`src/rgb_median_window_filter_assert.svh`:
```
// ---------------------------------------------------------------------------
// rgb_median_window_filter assertion macros
// Concurrent assertion wrappers; clocked on clk, disabled while arst_n is low.
// ---------------------------------------------------------------------------
`ifndef RGB_MEDIAN_WINDOW_FILTER_ASSERT_SVH
`define RGB_MEDIAN_WINDOW_FILTER_ASSERT_SVH

`ifndef SYNTHESIS
`define RMWF_ASSERT_IMPLY(lbl, ante, cons) \
	lbl: assert property (@(posedge clk) disable iff (!arst_n) (ante) |-> (cons)) \
		else $error("rmwf assertion failed");
`define RMWF_ASSERT_NEXT(lbl, ante, cons) \
	lbl: assert property (@(posedge clk) disable iff (!arst_n) (ante) |=> (cons)) \
		else $error("rmwf assertion failed");
`else
`define RMWF_ASSERT_IMPLY(lbl, ante, cons)
`define RMWF_ASSERT_NEXT(lbl, ante, cons)
`endif

`endif

```
`src/rmwf_ram.sv`:
```
// ---------------------------------------------------------------------------
// rmwf_ram
// Generic single-port RAM with registered read.
// ---------------------------------------------------------------------------
`timescale 1ns / 1ps

module rmwf_ram #(
	parameter int WIDTH = 24,
	parameter int DEPTH = 16,
	localparam int AW = (DEPTH > 1) ? $clog2(DEPTH) : 1
) (
	input  logic             clk,
	input  logic             we,
	input  logic [AW-1:0]    addr,
	input  logic [WIDTH-1:0] wdata,
	output logic [WIDTH-1:0] rdata
);

	logic [WIDTH-1:0] mem_q [DEPTH];

	always_ff @(posedge clk) begin
		if (we) begin
			mem_q[addr] <= wdata;
		end
		rdata <= mem_q[addr];
	end

endmodule

```
`config.mk`:
```
export PLATFORM = sky130hd
export DESIGN_NAME = rmwf_ram
export DESIGN_NICKNAME = d
export VERILOG_FILES = /design/src/rgb_median_window_filter_assert.svh /design/src/rmwf_ram.sv
export SDC_FILE = /design/constraint.sdc
export NUM_CORES = 1
export LEC_CHECK = 0
export ABC_AREA = 1
export BUFFER_PORTS_ARGS = -buffer_cell sky130_fd_sc_hd__buf_2
export CORE_ASPECT_RATIO = 1.2
export CORE_MARGIN = 3
export CORE_UTILIZATION = 60
export CTS_BUF_LIST = sky130_fd_sc_hd__clkbuf_16
export DETAILED_ROUTE_END_ITERATION = 8
export GPL_TIMING_DRIVEN = 0
export MAX_ROUTING_LAYER = met4
export PLACE_DENSITY = 0.83
export SYNTH_ARGS = -nofsm -noshare
export SYNTH_HDL_FRONTEND = slang
export SYNTH_SLANG_ARGS = --single-unit
```
`constraint.sdc`:
```
create_clock -name clk -period 3.41 [get_ports clk]
set_input_delay 0.5115 -clock clk [delete_from_list [all_inputs] [get_ports clk]]
set_output_delay 0.5115 -clock clk [all_outputs]
set_load 0.01 [all_outputs]
```
==> summary.txt <==
STA
  • Slew @ Worst Pin: 1050 ps
  • Tmin final: 2750 ps
  • Worst Skew: 19.2 ps
  • Fmax: 363 MHz
  • Fin Setup TNS: 0 ps
  • Slew HR: 0.298
  • Final Max Tran Viols: 0
  • Final setup violation count: 0
  • Final Hold Vio Count: 0
  • RSZ-0062 raised after global routing: false
  • Final worst-path cycle share: 0.808

Setup path
  • Critical path destination: mem_q[4][13]
  • CP Capture Type: flop
  • Worst Setup SP: addr[2]
  • Reg2reg path depth: 8
  • Critical Path RT: 3550 ps
  • Startpoint types: input port
  • Crit Reg-Reg Endpoint: rdata[22]
  • RR Startpoint: mem_q[13][22]
  • R2r setup slk: 2280 ps
  • CP Max Fanout: 24
  • Crit path kind: input port to flop
  • CP arrival: 2890 ps

Route
  • Vias: 11700
  • Via/cell ratio: 5.68
  • Routed wire per std cell: 20.2 µm
  • Routed WL: 41500 µm
  • DRT antenna net count: 0
  • 1st-pass router iterations: 7
  • DRC: 0
  • DRT iter0 DRCs: 1583

Floorplanning
  • Die ar.: 29700 µm²
  • Starting Density: 0.612
  • I/O Pins: 54
  • Die W: 158 µm
  • Die Y: 188 µm
  • Rows: 66
  • Core footprint: 27200 µm²

Pwr
  • Pwr dens: 567 nW/µm²
  • Cell leakage power: 8.05 nW
  • Worst vdd ir: 0.000458 V

Yosys
  • Sequential area share after synthesis: 0.723
  • Largest family of logic cells by synthesized area: simple AND/OR/NAND/NOR gates
  • Post-Synth Adder-Cell Area: 0
  • Seq cells post-synth: 408
  • Complex-gate fraction of the synthesized area: 0
  • Top FF cell, synth: edfxtp_1
  • Post-synth EDFFs: 384
  • Top cells by area, synth: edfxtp_1 (69%), nand2_1 (23%), dfxtp_1 (2.9%), inv_1 (1.2%), buf_2 (0.87%)
  • Multiplexer share of the synthesized area: 0
  • Syn Area/Cell: 10.4 µm²
  • Post-synth top cells: nand2_1 (1034), edfxtp_1 (384), inv_1 (53)
  • Share of the synthesized area in the top cell type: 0.694
  • Post-Synth XOR/XNOR Area: 0
  • Library cells used by synthesis: 13
  • Yosys top cell by area: edfxtp_1
  • Share of flip-flops with an asynchronous set or reset: 0
  • Post-synthesis simple-gate area fraction: 0.239
  • Post-Syn Nets: 1621
  • Cells after Synth: 1591
  • Mapped Area: 16600 µm²
  • Syn. warnings: 0
  • Top-count cell post-synth: nand2_1

Cells and area
  • Area taken by multi-input logic gates: 4070 µm²
  • Area Overhead vs Synth: 12.7%
  • Sequential cell area: 12000 µm²
  • Fill count: 1734
  • Ratio of cells with drive above 1 in the final layout: 0.101
  • Non-filler cells, final: 2056
  • Final core area utilization: 0.690
  • Ant. Diodes: 0
  • Total Nets Final: 1716

Placed design
  • Dpl hpwl: 24600 µm
  • Post-Place Cells: 1985
  • Gpl congestion: 0.900
  • PortBufs: 51

Hold path
  • Hold Crit Class: input port to flop
  • Hold Crit Depth: 1

Clocking
  • Clock sink count: 408
  • Clock Latency Late Sink: 530 ps
  • Clock buffer count from CTS: 39
  • Root Buffer: clkbuf_16
  • TritonCTS clock tree: yes
  • Post-CTS Setup Bufs: 0
  • Resize count post-CTS: 0
  • Max Buffers Root-to-Sink: 3
  • CTS H-tree lvls: 2
  • Cts hold-fix bufs: 0
  • Worst-path clk slew: 60 ps

GRT
  • Vias in the first global route: 11600
  • Initial antenna violation count: 0
  • Global-route wire length before repair: 62200 µm
  • Largest net degree at the start of global routing: 25
  • Grt total ovfl: 0
  • Total GRT Usage: 0.288

Run
  • Max cap viols: 0

Outcome
  • Status: completed
-- cell usage in the layout (no fill, tap or decap) --
master      synthesis  layout
nand2_1          1034    1034
clkbuf_1           11      11
clkinvlp_4          0       1
buf_6              11      11
nor2_2              0       3
clkinv_1            0      10
inv_8               0       1
buf_16              0       2
buf_4              12      12
nor2_4              0      13
inv_4               1       1
nand3_1             4       4
nor2_1             18       2
inv_2               1       1
buf_1               9       9
edfxtp_1          384     384
buf_8               0       1
buf_2              29      80
dfxtp_1            24      24
inv_1              53      64
clkbuf_16           0      41
bufinv_16           0       4
clkinv_2            0       3
-- worst max-delay path, stage by stage --
cell	delay, ps
buf_2	120
inv_1	70
nor2_1	670
buf_2	440
inv_1	250
nor2_4	820
-- per-stage QoR --
step | setup slack, ps | power [mW] | instance area [µm²] | hold WS (ps)
floorplan | 729 | 6.14 | 16600 | 610
global placement | -780 | 6.40 | 17300 | 687
detailed placement | 316 | 6.44 | 17500 | 698
CTS | 825 | 10.6 | 18700 | 348
global route | 710 | 10.9 | 18700 | 358
finish | 656 | 10.6 | 18700 | 367
-- report_power, final --
part           internal, mW  switching, mW  total (mW)
combinational         0.195          0.534       0.729
sequential             5.61         0.0294        5.63
clock                  2.47           1.78        4.25
total                  8.27           2.34        10.6
-- per-layer routing --
layer | part of all wire | vias up | track usage
li1 | - | 5276 | -
met2 | 0.51 | 783 | 0.474
met3 | 0.10 | 176 | 0.0450
met4 | 0.046 | 0 | 0.142
met1 | 0.34 | 5439 | 0.348
met5 | 0 | - | -
-- worst min-delay path by stage --
stage	from	end	slack (ps)
global route	wdata[13]	mem_q[6][13]	360
finish	wdata[14]	mem_q[10][14]	370
CTS	wdata[14]	mem_q[6][14]	350
global placement	mem_q[8][15]	rdata[15]	690
floorplan	wdata[0]	mem_q[0][0]	610
detailed placement	mem_q[14][5]	rdata[5]	700
-- cell families after synthesis --
group | Yosys count
simple gates | 1056
flops | 408
buf+inv | 127
-- state kept, by name (all words and copies together) (netlist names) --
| name | flops |
|---|---|
| rdata | 24 |
| mem_q | 384 |
-- final cells by class --
type,instances,share of cell area
plain buffers,72,0.0232
clock buffers,41,0.0548
clock inverters,30,0.0124
inverters,55,0.0112
multi-input cells,1056,0.217
flip-flops and latches,408,0.641
well taps,340,0.0227
repair buffers,54,0.0174
Note: power is estimated with default switching activity, not from simulation.
