--- config.mk ---
export PLATFORM = sky130hd
export DESIGN_NAME = rmwf_select
export DESIGN_NICKNAME = d
export VERILOG_FILES = /design/src/rgb_median_window_filter_assert.svh /design/src/rmwf_pkg.sv /design/src/rmwf_select.sv
export SDC_FILE = /design/constraint.sdc
export NUM_CORES = 1
export LEC_CHECK = 0
export BUFFER_PORTS_ARGS = -buffer_cell sky130_fd_sc_hd__buf_2
export CAP_MARGIN = 5
export CORE_ASPECT_RATIO = 1.2
export CORE_MARGIN = 2
export CORE_UTILIZATION = 42
export CTS_CLUSTER_DIAMETER = 60
export DETAILED_ROUTE_END_ITERATION = 10
export PLACE_DENSITY = 0.62
export RECOVER_POWER = 25
export SKIP_CTS_REPAIR_TIMING = 1
export SYNTH_ARGS = -nofsm -noshare
export SYNTH_HDL_FRONTEND = slang
export SYNTH_SLANG_ARGS = --single-unit
--- constraint.sdc ---
create_clock -name clk -period 3.6 [get_ports clk]
set_input_delay 0.18 -clock clk [delete_from_list [all_inputs] [get_ports clk]]
set_output_delay 0.18 -clock clk [all_outputs]
set_load 0.03 [all_outputs]
--- src/rgb_median_window_filter_assert.svh ---
// ---------------------------------------------------------------------------
// rgb_median_window_filter assertion macros
// Concurrent assertion wrappers; clocked on clk, disabled while arst_n is low.
// ---------------------------------------------------------------------------
`ifndef RGB_MEDIAN_WINDOW_FILTER_ASSERT_SVH
`define RGB_MEDIAN_WINDOW_FILTER_ASSERT_SVH

`ifndef SYNTHESIS
`define RMWF_ASSERT_IMPLY(lbl, ante, cons) \
	lbl: assert property (@(posedge clk) disable iff (!arst_n) (ante) |-> (cons)) \
		else $error("rmwf assertion failed");
`define RMWF_ASSERT_NEXT(lbl, ante, cons) \
	lbl: assert property (@(posedge clk) disable iff (!arst_n) (ante) |=> (cons)) \
		else $error("rmwf assertion failed");
`else
`define RMWF_ASSERT_IMPLY(lbl, ante, cons)
`define RMWF_ASSERT_NEXT(lbl, ante, cons)
`endif

`endif

--- src/rmwf_pkg.sv ---
// ---------------------------------------------------------------------------
// rmwf_pkg
// Shared types and constants of the RGB median window filter.
// ---------------------------------------------------------------------------
`timescale 1ns / 1ps

package rmwf_pkg;

	localparam int MAX_WIDTH_DEF  = 128;
	localparam int MAX_HEIGHT_DEF = 128;
	localparam int MAX_WINDOW     = 7;

	localparam int CH_W    = 8;
	localparam int PIX_W   = 3 * CH_W;
	localparam int NUM_CH  = 3;
	localparam int COORD_W = 7;
	localparam int CUR_W   = 8;
	localparam int DIM_W   = 8;
	localparam int WS_W    = 3;
	localparam int RAD_W   = 2;
	localparam int CNT_W   = 6;
	localparam int CFG_IDX_W = 2;

	localparam int S_DATA_W = 40;
	localparam int M_DATA_W = 32;

	localparam logic [CFG_IDX_W-1:0] CFG_WINDOW_SIZE  = 2'd0;
	localparam logic [CFG_IDX_W-1:0] CFG_FRAME_WIDTH  = 2'd1;
	localparam logic [CFG_IDX_W-1:0] CFG_FRAME_HEIGHT = 2'd2;

	localparam logic [WS_W-1:0]  WINDOW_SIZE_RST  = 3'd3;
	localparam logic [DIM_W-1:0] FRAME_WIDTH_RST  = 8'd128;
	localparam logic [DIM_W-1:0] FRAME_HEIGHT_RST = 8'd128;

	localparam logic ACT_STORE  = 1'b0;
	localparam logic ACT_FILTER = 1'b1;

	localparam logic STATUS_OK    = 1'b0;
	localparam logic STATUS_RANGE = 1'b1;

	typedef enum logic [2:0] {
		ST_IDLE,
		ST_SCAN,
		ST_DRAIN,
		ST_DECIDE,
		ST_FINISH
	} state_t;

	typedef struct packed {
		logic clear;
		logic sample;
		logic decide;
	} sel_ctl_t;

endpackage

--- src/rmwf_select.sv ---
// ---------------------------------------------------------------------------
// rmwf_select
// Bitwise radix selection of the middle element, one lane per channel.
// ---------------------------------------------------------------------------
`timescale 1ns / 1ps

module rmwf_select (
	input  logic                                      clk,
	input  logic                                      arst_n,
	input  rmwf_pkg::sel_ctl_t                        ctl,
	input  logic [rmwf_pkg::PIX_W-1:0]                pixel,
	output logic [rmwf_pkg::NUM_CH-1:0][rmwf_pkg::CH_W-1:0] med,
	output logic [rmwf_pkg::CNT_W-1:0]                n,
	output logic                                      last_pass
);

	logic [rmwf_pkg::CH_W-1:0]  bit_q;
	logic [rmwf_pkg::CH_W-1:0]  mask_q;
	logic [rmwf_pkg::CNT_W-1:0] n_q;
	logic [rmwf_pkg::CH_W-1:0]  pre_q [rmwf_pkg::NUM_CH];
	logic [rmwf_pkg::CNT_W-1:0] k_q   [rmwf_pkg::NUM_CH];
	logic [rmwf_pkg::CNT_W-1:0] cnt_q [rmwf_pkg::NUM_CH];
	logic [rmwf_pkg::CH_W-1:0]  val   [rmwf_pkg::NUM_CH];
	logic                       hit   [rmwf_pkg::NUM_CH];
	logic [rmwf_pkg::CNT_W-1:0] k_cur [rmwf_pkg::NUM_CH];
	logic                       first_pass;

	assign first_pass = bit_q[rmwf_pkg::CH_W-1];
	assign last_pass  = bit_q[0];
	assign n          = n_q;

	always_comb begin
		for (int i = 0; i < rmwf_pkg::NUM_CH; i++) begin
			val[i]   = pixel[rmwf_pkg::PIX_W-1-rmwf_pkg::CH_W*i -: rmwf_pkg::CH_W];
			hit[i]   = (((val[i] ^ pre_q[i]) & mask_q) == '0) && ((val[i] & bit_q) == '0);
			k_cur[i] = first_pass ? (n_q >> 1) : k_q[i];
			med[i]   = pre_q[i];
		end
	end

	always_ff @(posedge clk or negedge arst_n) begin
		if (!arst_n) begin
			bit_q  <= '0;
			mask_q <= '0;
			n_q    <= '0;
			for (int i = 0; i < rmwf_pkg::NUM_CH; i++) begin
				pre_q[i] <= '0;
				k_q[i]   <= '0;
				cnt_q[i] <= '0;
			end
		end else if (ctl.clear) begin
			bit_q  <= {1'b1, {(rmwf_pkg::CH_W-1){1'b0}}};
			mask_q <= '0;
			n_q    <= '0;
			for (int i = 0; i < rmwf_pkg::NUM_CH; i++) begin
				pre_q[i] <= '0;
				k_q[i]   <= '0;
				cnt_q[i] <= '0;
			end
		end else if (ctl.decide) begin
			// bit set when the rank lies at or past the zero-bit group
			bit_q  <= bit_q >> 1;
			mask_q <= mask_q | bit_q;
			for (int i = 0; i < rmwf_pkg::NUM_CH; i++) begin
				cnt_q[i] <= '0;
				if (k_cur[i] >= cnt_q[i]) begin
					pre_q[i] <= pre_q[i] | bit_q;
					k_q[i]   <= k_cur[i] - cnt_q[i];
				end else begin
					k_q[i] <= k_cur[i];
				end
			end
		end else if (ctl.sample) begin
			if (first_pass) begin
				n_q <= n_q + 1'b1;
			end
			for (int i = 0; i < rmwf_pkg::NUM_CH; i++) begin
				if (hit[i]) begin
					cnt_q[i] <= cnt_q[i] + 1'b1;
				end
			end
		end
	end

endmodule

==> run_results.csv <==
group,metric,value,unit
pwr,power.share.switching,28.2,%
pwr,power_frac_comb,12.6,%
synth,synth-edff-count,0,
route,route.detailed.vias_per_inst,5.78,
placement,hpwl_after_detailed_placement,9840,um
critical_path,critical_path.n_buffers_inverters,0,
synth,yosysWarningCount,0,
clock_network,clkSinkCount,82,
status,failed_checks,"capacitance limit, slew limit",
critical_path,slowest_delay,0.80,ns
floorplanning,initial_utilization,43.4,%
critical_path,rrSetupSlack,0.37,ns
synth,instance_count_of_the_mapped_netlist,550,
layout,area_growth,13.8,%
route,wl_per_cell,17.7,um
grt,antenna_found_initial,0,
timing,fin_hold_ws,0.274,ns
synth,post_synthesis_average_cell_area,9.17,sq um
grt,met2_track_demand_over_resource,37.0,%
timing,hold_viol_final,0,
clock_network,cts_tree,"built",
floorplanning,floorplan.die_area,0.0129,sq mm
layout,layout.cells.most_common,"sky130_fd_sc_hd__dfrtp_1",
pwr,totalPowerFinal,0.00213,W
synth,syn_area,0.00504,sq mm
layout,num_antenna_cells,0,
pwr,share_seq_of_total_power,45.6,%
placement,finalWeightedCongestion,0.870,
synth,synth_flop_cell,"sky130_fd_sc_hd__dfrtp_1",
grt,gr-usage-met3,3.72,%
timing,slew-limit-headroom,-46.9,%
floorplanning,die_width,104,um
status,outcome,"finished, violations left",
clock_network,clockRootBuffer,"sky130_fd_sc_hd__clkbuf_16",
timing,tns,0,ns
synth,unique_cell_type_count_in_the_yosys_netlist,52,
grt,largest_net_degree_at_the_start_of_global_routing,56,
floorplanning,die_height,124,um
placement,detailed_place.area,0.00545,sq mm
layout,layout-drive-gt1-share,15.8,%
timing,timing.fmax,309,MHz
pwr,internal-power,0.00153,W
placement,number_of_buffer_cells_added_on_primary_ports,59,
critical_path,critPathCaptureType,"flop",
critical_path,cp_data_required_time,3.83,ns
critical_path,worst-path-max-fanout,22,
route,dr_total_vias,4392,
synth,synth.ff_latch_count,82,
clock_network,htreeDepth,3,
grt,gr-usage-all-layers,21.8,%
route,drc_errors,0,
pwr,switchingPower,0.000600,W
pwr,static-leakage-power,2.71,nW
route,detail_route.wirelength,13400,um
grt,grt_first_pass_wirelength,22200,um
timing,unrepaired_setup_endpoints_after_global_routing,"no",
hold_path,hp-class,"in2reg",
layout,ff_latch_area,0.00205,sq mm
timing,finClkSkew,0.00671,ns
layout,fin_nets,654,
layout,top_library_cells_by_usage_in_the_layout_fill_and_taps_aside,"82 x sky130_fd_sc_hd__dfrtp_1, 66 x sky130_fd_sc_hd__nor2_1, 57 x sky130_fd_sc_hd__buf_2, 37 x sky130_fd_sc_hd__inv_1, 34 x sky130_fd_sc_hd__nand2_1",
layout,multi_input_area,0.00272,sq mm
floorplanning,core.rowCount,43,
clock_network,clock_tree_buffer_depth,2,
pwr,peakVddDrop,0.270,mV
floorplanning,core_area,0.0116,sq mm
timing,post-route-min-period,3.23,ns
critical_path,cp_top_family,"compound AO/OA/AOI/OAI gates",
grt,top_usage_layer,"met2",
synth,ys_async_sr_fraction,100,%
route,final_antenna_net_count,0,
synth,seq_area_frac_synth,40.7,%
critical_path,criticalPathCategory,"reg2reg",
clock_network,cts_inserted_buffers,9,
timing,final.period_utilization,89.8,%
route,drt-initial-drc-count,232,
grt,via_count_of_the_first_global_routing_pass,4374,
grt,grt_overflow_total,0,
flow_run,maxCapViolations,1,
pwr,powerDensity,371,mW/mm^2
synth,synthesis.nets,606,
grt,grtUsageMet1,26.9,%
floorplanning,top_level_ports,60,
layout,finalInstanceArea,0.00574,sq mm
pwr,p_clk_share,41.8,%
critical_path,critical_path.startpoint_type,"flop",
layout,postLayoutCoreUtil,49.4,%
critical_path,slowest_stage,"sky130_fd_sc_hd__dfrtp_1",
clock_network,worst_path_clk_slew,0.06,ns
timing,setup_viol_count_final,0,
route,drt_pre_antenna_iters,5,
timing,final_max_slew_violation_count,46,
clock_network,worstSkewPairLatency,0.34,ns
layout,nFillCells,1125,
timing,tightestPinTransition,2.20,ns
critical_path,timing.critical_path.cells,"mux2i_1, ha_1, fa_1, nor2b_1, o21a_1, o31a_1, o32ai_1, a31o_2",
critical_path,cp_data_arrival_time,3.46,ns
cell usage after synthesis, drive strengths merged, types with 3 or more instances:
cell type | number | share of area [%]
or3 | 5 | 0.62
o31a | 4 | 0.69
xnor2 | 5 | 0.87
ha | 24 | 6.0
xor2 | 29 | 5.0
fa | 3 | 1.2
or4 | 3 | 0.45
a21boi | 3 | 0.52
mux2 | 3 | 0.67
dfrtp | 82 | 41
and3 | 3 | 0.37
o21ai | 22 | 2.2
inv | 37 | 2.8
o211ai | 4 | 0.60
a31o | 6 | 1.0
nor2b | 11 | 1.4
a21oi | 26 | 2.6
a221o | 6 | 1.2
nand3 | 12 | 1.2
nor3 | 14 | 1.4
o31ai | 5 | 0.74
nand2 | 34 | 2.5
a22oi | 15 | 2.2
nand4 | 11 | 1.5
nor2 | 66 | 4.9
and4 | 5 | 0.87
o22ai | 9 | 1.1
and2 | 3 | 0.37
a31oi | 26 | 3.3
o21a | 4 | 0.60
clkbuf | 20 | 1.5
buf | 9 | 1.2
mux2i | 21 | 4.2
a222oi | 4 | 0.79
power groups by stage:
stage	combinational [W]	clock, W	sequential, W
2_1_floorplan	0.000167	0	0.000990
3_3_place_gp	0.000261	0	0.000989
3_5_place_dp	0.000267	0	0.000989
4_1_cts	0.000268	0.000913	0.000972
5_1_grt	0.000299	0.000950	0.000975
6_report	0.000269	0.000890	0.000973
path summary, 6_finish.rpt:
| check | from | endpoint | cells after the start |
|---|---|---|---|
| setup / recovery | bit_q[7] | k_q[5] | 8 |
| hold / removal | ctl[2] | k_q[11] | 4 |
| setup reg to reg | bit_q[7] | k_q[5] | 8 |
| hold reg to reg | k_q[4] | k_q[4] | 2 |
| max in group asynchronous | arst_n | cnt_q[10] | 3 |
| min in group asynchronous | arst_n | med[14] | 2 |
area by class of cell:
class | instances | area share (%)
well taps | 157 | 3.42
multi-input cells | 402 | 47.3
inverters | 37 | 2.42
clock inverters | 6 | 0.850
flip-flops and latches | 82 | 35.7
repair buffers | 66 | 6.08
clock buffers | 10 | 4.16
metal layers:
metal  wire length [um]  up-vias
met5                  0        -
met4                476        0
met3                688       35
met2               6490      151
met1               5790     2117
li1                   -     2089
worst register-to-register path, stage by stage (launching register included):
cell                      delay (ns)
sky130_fd_sc_hd__dfrtp_1        0.80
sky130_fd_sc_hd__mux2i_1        0.21
sky130_fd_sc_hd__ha_1           0.26
sky130_fd_sc_hd__fa_1           0.41
sky130_fd_sc_hd__nor2b_1        0.15
sky130_fd_sc_hd__o21a_1         0.15
sky130_fd_sc_hd__o31a_1         0.63
sky130_fd_sc_hd__o32ai_1        0.21
sky130_fd_sc_hd__a31o_2         0.29
logic make-up (layout without fill, tap and decap cells):
group / count (synthesis) / in the layout / synth area share [%]
multiplexers: 24 / 24 / 4.84
flip-flops: 82 / 82 / 40.7
XOR/XNOR: 34 / 34 / 5.91
AO/OA/AOI/OAI: 146 / 146 / 19.9
buffers and inverters: 66 / 119 / 5.43
AND/OR/NAND/NOR: 171 / 171 / 16.1
adder cells (fa/ha/maj): 27 / 27 / 7.15
registers in the layout, indices dropped and copies added (netlist names):
| signal | flops |
|---|---|
| mask_q | 8 |
| k_q | 18 |
| cnt_q | 18 |
| med | 24 |
| n | 6 |
| bit_q | 8 |
per-stage QoR:
| step | instances | setup WS [ns] |
|---|---|---|
| CTS | 759 | 0.422 |
| detailed placement | 743 | 0.444 |
| finish | 760 | 0.366 |
| global route | 760 | 0.115 |
| floorplan | 550 | 0.795 |
| global placement | 743 | 0.567 |
Power figures use the tool's default switching activity.
